**src/sgrb_pkg.sv**
```systemverilog
// Shared types and constants for the scaled glyph row blitter.
// Used by the controller, the datapath and the top level; no dependencies.
package sgrb_pkg;

    localparam int GLYPH_W     = 8;
    localparam int GLYPH_COUNT = 256;
    localparam int COORD_W     = 16;
    localparam int COLOR_W     = 16;
    localparam int COL_IDX_W   = 3;

    localparam logic [COLOR_W-1:0] COLOR_RESET = 16'hFFFF;

    // controller -> datapath
    typedef struct packed {
        logic ram_we;
        logic capture;
        logic load_bits;
        logic emit;
    } t_cmd;

    // datapath -> controller
    typedef struct packed {
        logic is_load;
        logic row_ok;
        logic scale_ok;
        logic bits_zero;
        logic last_pix;
        logic out_free;
    } t_status;

endpackage

```
**src/sgrb_ctrl.sv**
```systemverilog
// Controller for the scaled glyph row blitter: accepts words, sequences the
// font store read and the pixel write run. Depends on sgrb_pkg.
module sgrb_ctrl (
    input  logic              i_clk,
    input  logic              i_rst_n,
    input  logic              i_in_valid,
    output logic              o_in_stall,
    input  sgrb_pkg::t_status i_status,
    output sgrb_pkg::t_cmd    o_cmd
);
    import sgrb_pkg::*;

    localparam logic [1:0] ST_IDLE = 2'd0;
    localparam logic [1:0] ST_READ = 2'd1;
    localparam logic [1:0] ST_EMIT = 2'd2;

    logic [1:0] r_state;
    logic [1:0] n_state;
    logic       accept;

    assign o_in_stall = (r_state != ST_IDLE);
    assign accept     = i_in_valid && (r_state == ST_IDLE);

    always_comb begin
        n_state         = r_state;
        o_cmd           = '0;
        unique case (r_state)
            ST_IDLE: begin
                o_cmd.ram_we  = accept && i_status.is_load && i_status.row_ok;
                o_cmd.capture = accept && !i_status.is_load && i_status.row_ok
                                && i_status.scale_ok;
                if (o_cmd.capture) begin
                    n_state = ST_READ;
                end
            end
            ST_READ: begin
                o_cmd.load_bits = 1'b1;
                n_state = i_status.bits_zero ? ST_IDLE : ST_EMIT;
            end
            ST_EMIT: begin
                // advance only when the output register can take a word
                o_cmd.emit = i_status.out_free;
                if (i_status.out_free && i_status.last_pix) begin
                    n_state = ST_IDLE;
                end
            end
            default: begin
                n_state = ST_IDLE;
            end
        endcase
    end

    always_ff @(posedge i_clk) begin
        if (!i_rst_n) begin
            r_state <= ST_IDLE;
        end else begin
            r_state <= n_state;
        end
    end

endmodule

```
**config.mk**
```make
export PLATFORM = sky130hd
export DESIGN_NAME = sgrb_ctrl
export DESIGN_NICKNAME = d
export VERILOG_FILES = /design/src/sgrb_pkg.sv /design/src/sgrb_ctrl.sv
export SDC_FILE = /design/constraint.sdc
export NUM_CORES = 1
export LEC_CHECK = 0
export BUFFER_PORTS_ARGS = -buffer_cell sky130_fd_sc_hd__buf_2
export CELL_PAD_IN_SITES_DETAIL_PLACEMENT = 1
export CELL_PAD_IN_SITES_GLOBAL_PLACEMENT = 1
export CORE_AREA = 2 2 39 41
export DETAILED_ROUTE_END_ITERATION = 16
export DIE_AREA = 0 0 41 43
export GPL_ROUTABILITY_DRIVEN = 0
export GPL_TIMING_DRIVEN = 0
export PLACE_DENSITY = 0.48
export SETUP_SLACK_MARGIN = 0.1
export SLEW_MARGIN = 0
export SYNTH_ARGS = -nofsm -noshare
export SYNTH_HDL_FRONTEND = slang
export SYNTH_SLANG_ARGS = --single-unit
```
**constraint.sdc**
```tcl
create_clock -name i_clk -period 1.4 [get_ports i_clk]
set_input_delay 0.42 -clock i_clk [delete_from_list [all_inputs] [get_ports i_clk]]
set_output_delay 0.42 -clock i_clk [all_outputs]
set_load 0.05 [all_outputs]
```
==> report_table.html <==
<table>
<tr><th>Metric</th><th>Value</th></tr>
<tr><th colspan="2">Drt</th></tr>
<tr><td>1st-iter DRT viols</td><td>0</td></tr>
<tr><td>Detail-routed via count per cell</td><td>3.45</td></tr>
<tr><td>Wire length on met2</td><td>224 um</td></tr>
<tr><td>Total number of vias</td><td>183</td></tr>
<tr><td>DRC</td><td>0</td></tr>
<tr><td>Total iterations of the first detailed-routing run</td><td>1</td></tr>
<tr><td>Routed metal-1 wire length</td><td>187 um</td></tr>
<tr><td>Total wire length after detailed routing</td><td>493 um</td></tr>
<tr><td>Routed wirelength normalized by instance count</td><td>9.30 um</td></tr>
<tr><td>Antenna Violating Nets Remaining</td><td>0</td></tr>
<tr><td>Amount of wire on met3 after detailed routing</td><td>81 um</td></tr>
<tr><td>Highest metal layer used by the detailed router</td><td>met3</td></tr>
<tr><th colspan="2">Cells and area</th></tr>
<tr><td>Antenna cell count</td><td>0</td></tr>
<tr><td>Finished layout cell area</td><td>350 um2</td></tr>
<tr><td>Max reg flops</td><td>2</td></tr>
<tr><td>Relative area change from synthesis to final layout</td><td>162%</td></tr>
<tr><td>Number of nets at the end of the flow</td><td>48</td></tr>
<tr><td>Most common cell after layout, fill and taps aside</td><td>sky130_fd_sc_hd__buf_2</td></tr>
<tr><td>Share of cells above drive strength 1</td><td>78.4%</td></tr>
<tr><td>Final Non-Filler Cells</td><td>53</td></tr>
<tr><td>Most frequent cells in the layout</td><td>sky130_fd_sc_hd__buf_2, sky130_fd_sc_hd__buf_6, sky130_fd_sc_hd__buf_4</td></tr>
<tr><td>Largest reg by FF count</td><td>r_state</td></tr>
<tr><td>Share of the core filled with cells in the final layout</td><td>25.3%</td></tr>
<tr><td>Filler cell count</td><td>171</td></tr>
<tr><td>Multi-input gate area</td><td>93.8 um2</td></tr>
<tr><td>Area taken by flip-flops and latches</td><td>42.5 um2</td></tr>
<tr><td>Registers with the most flip-flops</td><td>r_state (2)</td></tr>
<tr><th colspan="2">Logic synthesis</th></tr>
<tr><td>Fraction of the mapped netlist area in adder cells</td><td>0%</td></tr>
<tr><td>Main combinational cell family by area after synthesis</td><td>simple AND/OR/NAND/NOR gates</td></tr>
<tr><td>Seq cells post-synth</td><td>2</td></tr>
<tr><td>Multiplexer share of the synthesized area</td><td>0%</td></tr>
<tr><td>Sequential fraction of the synthesis area</td><td>29.9%</td></tr>
<tr><td>Compound-cell area share of the yosys netlist</td><td>9.35%</td></tr>
<tr><td>Most area-consuming cells after synthesis</td><td>sky130_fd_sc_hd__dfxtp_1, sky130_fd_sc_hd__nor4_4, sky130_fd_sc_hd__inv_1, sky130_fd_sc_hd__and3b_2, sky130_fd_sc_hd__and2b_2</td></tr>
<tr><td>Post-synthesis share of cell area spent on and, or, nand and nor gates</td><td>52.3%</td></tr>
<tr><td>Post-synthesis share of cell area spent on xor and xnor gates</td><td>0%</td></tr>
<tr><td>Post-synthesis average cell area</td><td>8.93 um2</td></tr>
<tr><td>Unique cell type count in the Yosys netlist</td><td>12</td></tr>
<tr><td>Syn_nets</td><td>24</td></tr>
<tr><td>Cell taking the most area after synthesis</td><td>sky130_fd_sc_hd__dfxtp_1</td></tr>
<tr><td>Count of synthesis-stage warnings from yosys</td><td>0</td></tr>
<tr><td>Mapped cell area</td><td>134 um2</td></tr>
<tr><td>Post-Synthesis Cells</td><td>15</td></tr>
<tr><td>Top-area cell type share of the netlist area</td><td>29.9%</td></tr>
<tr><th colspan="2">Place</th></tr>
<tr><td>Placed inst area</td><td>231 um2</td></tr>
<tr><td>Total of buffers placed on input and output ports</td><td>13</td></tr>
<tr><td>Worst Setup Slack post-DPL</td><td>-0.147 ns</td></tr>
<tr><td>Number of instances in the placed design</td><td>44</td></tr>
<tr><td>Dpl hpwl</td><td>384 um</td></tr>
<tr><th colspan="2">Floorplan</th></tr>
<tr><td>Floorplan die height</td><td>43 um</td></tr>
<tr><td>Width of the die</td><td>41 um</td></tr>
<tr><td>I/O Pins</td><td>14</td></tr>
<tr><td>Count of standard-cell rows</td><td>14</td></tr>
<tr><td>Die area</td><td>1760 um2</td></tr>
<tr><td>Starting utilization of the core area</td><td>9.67%</td></tr>
<tr><td>Floorplan core area</td><td>1380 um2</td></tr>
<tr><th colspan="2">Setup path</th></tr>
<tr><td>Worst setup SP type</td><td>flip-flop</td></tr>
<tr><td>Worst EP arrival</td><td>1.25 ns</td></tr>
<tr><td>Ordered cell list for the critical path</td><td>or2_4 &gt; nor4_4 &gt; buf_6</td></tr>
<tr><td>Endpoint type of the worst setup path</td><td>primary output</td></tr>
<tr><td>Largest fanout of any net on the critical path</td><td>3</td></tr>
<tr><td>Worst path max stage delay</td><td>0.31 ns</td></tr>
<tr><td>Data required time at the worst endpoint</td><td>0.98 ns</td></tr>
<tr><td>Slowest cell on crit path</td><td>sky130_fd_sc_hd__dfxtp_2</td></tr>
<tr><td>Critical path start-end classification</td><td>reg2out</td></tr>
<tr><th colspan="2">Clocking</th></tr>
<tr><td>Clock tree root driver cell</td><td>sky130_fd_sc_hd__clkbuf_4</td></tr>
<tr><td>Hold buffer count at CTS</td><td>0</td></tr>
<tr><td>Maximum buffer depth of the clock tree</td><td>2</td></tr>
<tr><td>Clock tree from TritonCTS</td><td>built</td></tr>
<tr><td>Clock latency reported for the late side of the worst-skew pair</td><td>0.22 ns</td></tr>
<tr><td>Number of clock sinks</td><td>2</td></tr>
<tr><td>Clock buffer count from CTS</td><td>3</td></tr>
<tr><td>H-tree level count</td><td>1</td></tr>
<tr><td>Clock edge transition at the registers on the reported setup and hold paths</td><td>0.03 ns</td></tr>
<tr><th colspan="2">Power</th></tr>
<tr><td>Total power per unit cell area</td><td>678 nW/um2</td></tr>
<tr><td>Leak pwr</td><td>0.000175 uW</td></tr>
<tr><td>Peak ir drop on the vdd network</td><td>187 uV</td></tr>
<tr><th colspan="2">Global routing</th></tr>
<tr><td>Total overflow reported by the global router</td><td>0</td></tr>
<tr><td>Antenna violations before repair</td><td>0</td></tr>
<tr><td>Global Route Usage Sum</td><td>6.62%</td></tr>
<tr><td>Pin count of the biggest net entering global routing</td><td>5</td></tr>
<tr><td>Number of global-route vias before repair</td><td>190</td></tr>
<tr><td>Wire length of the first global-routing pass</td><td>710 um</td></tr>
<tr><th colspan="2">Timing</th></tr>
<tr><td>Count of final max-slew check failures</td><td>0</td></tr>
<tr><td>F_max</td><td>599 MHz</td></tr>
<tr><td>Setup-violating endpoint count in the final report</td><td>5</td></tr>
<tr><td>Transition time at the pin with the least slew margin</td><td>0.236 ns</td></tr>
<tr><td>Skew final</td><td>0.00176 ns</td></tr>
<tr><td>Relative slew slack</td><td>84.1%</td></tr>
<tr><td>Hold violation count in the final report</td><td>0</td></tr>
<tr><td>Crit path setup slack, layout</td><td>-0.270 ns</td></tr>
<tr><td>Share of the clock period used by the worst path</td><td>119%</td></tr>
<tr><td>Final critical-path required period</td><td>1.67 ns</td></tr>
<tr><td>Setup repair after global routing missed its margin</td><td>yes</td></tr>
<tr><th colspan="2">Run status</th></tr>
<tr><td>Run status</td><td>finished, violations left</td></tr>
<tr><td>Violations in the final reports</td><td>negative setup slack</td></tr>
<tr><th colspan="2">Run</th></tr>
<tr><td>Max_cap viols</td><td>0</td></tr>
<tr><th colspan="2">Hold path</th></tr>
<tr><td>Type of the worst min-delay path</td><td>in2reg</td></tr>
</table>
## timing repair
action / in CTS / in global routing
setup endpoints to repair: 5 / 5
gates resized for setup: 13 / 3
setup buffers: 3 / 3
pin swaps: 2 / 1
## worst max-delay path: cells and delay by family (launching register included)
family / cells / cell delay [ns]
buffers and inverters: 1 / 0.20
flip-flops: 1 / 0.31
AND/OR/NAND/NOR: 2 / 0.52
## final timing paths
kind                            slack, ns       start  depth (start not counted)    endpoint
worst max-delay path                -0.27  r_state[1]                          3    o_cmd[2]
worst min-delay path                 0.42     i_rst_n                          2  r_state[0]
worst max register to register       0.08  r_state[1]                          7  r_state[1]
worst min register to register       0.61  r_state[0]                          3  r_state[1]
## per-layer routing
layer,up-vias,GRT usage (%)
li1,93,-
met5,-,0
met1,76,5.77
met2,14,10.0
met3,0,3.66
met4,0,6.00
## power breakdown
| group | leakage, uW | internal (uW) | switching [uW] |
|---|---|---|---|
| logic | 0.000145 | 25.4 | 28.1 |
| clock network | 0.0000138 | 94.4 | 30.6 |
| registers | 0.0000172 | 58.4 | 0.598 |
## cell families after synthesis
family,count (synthesis)
and+or+nand+nor,8
buffers and inverters,3
DFF,2
AOI/OAI and AO/OA,2
## synth_stat cells (all sizes together)
master,instances
inv,3
a22oi,1
and3b,1
or2,1
nor2b,1
and2,1
nor4,1
a21oi,1
nand2,1
nor3,1
and2b,1
dfxtp,2
## area by class of cell
type,count,share of cell area (%)
clock buffer,3,6.43
inverter,3,3.21
multi-input combinational,10,26.8
sequential,2,12.1
tap,16,5.71
timing repair buffer,19,45.7
## metrics by stage
step | hold slack [ns] | setup TNS (ns) | power, uW
final | 0.423 | -0.932 | 237
after global routing | 0.426 | -1.15 | 254
after CTS | 0.413 | -0.727 | 245
after detailed placement | 0.526 | -0.236 | 103
after global placement | 0.520 | -0.194 | 101
after floorplan | 0.498 | -0.596 | 85.3
No activity file was read; power rests on OpenSTA's default activity.
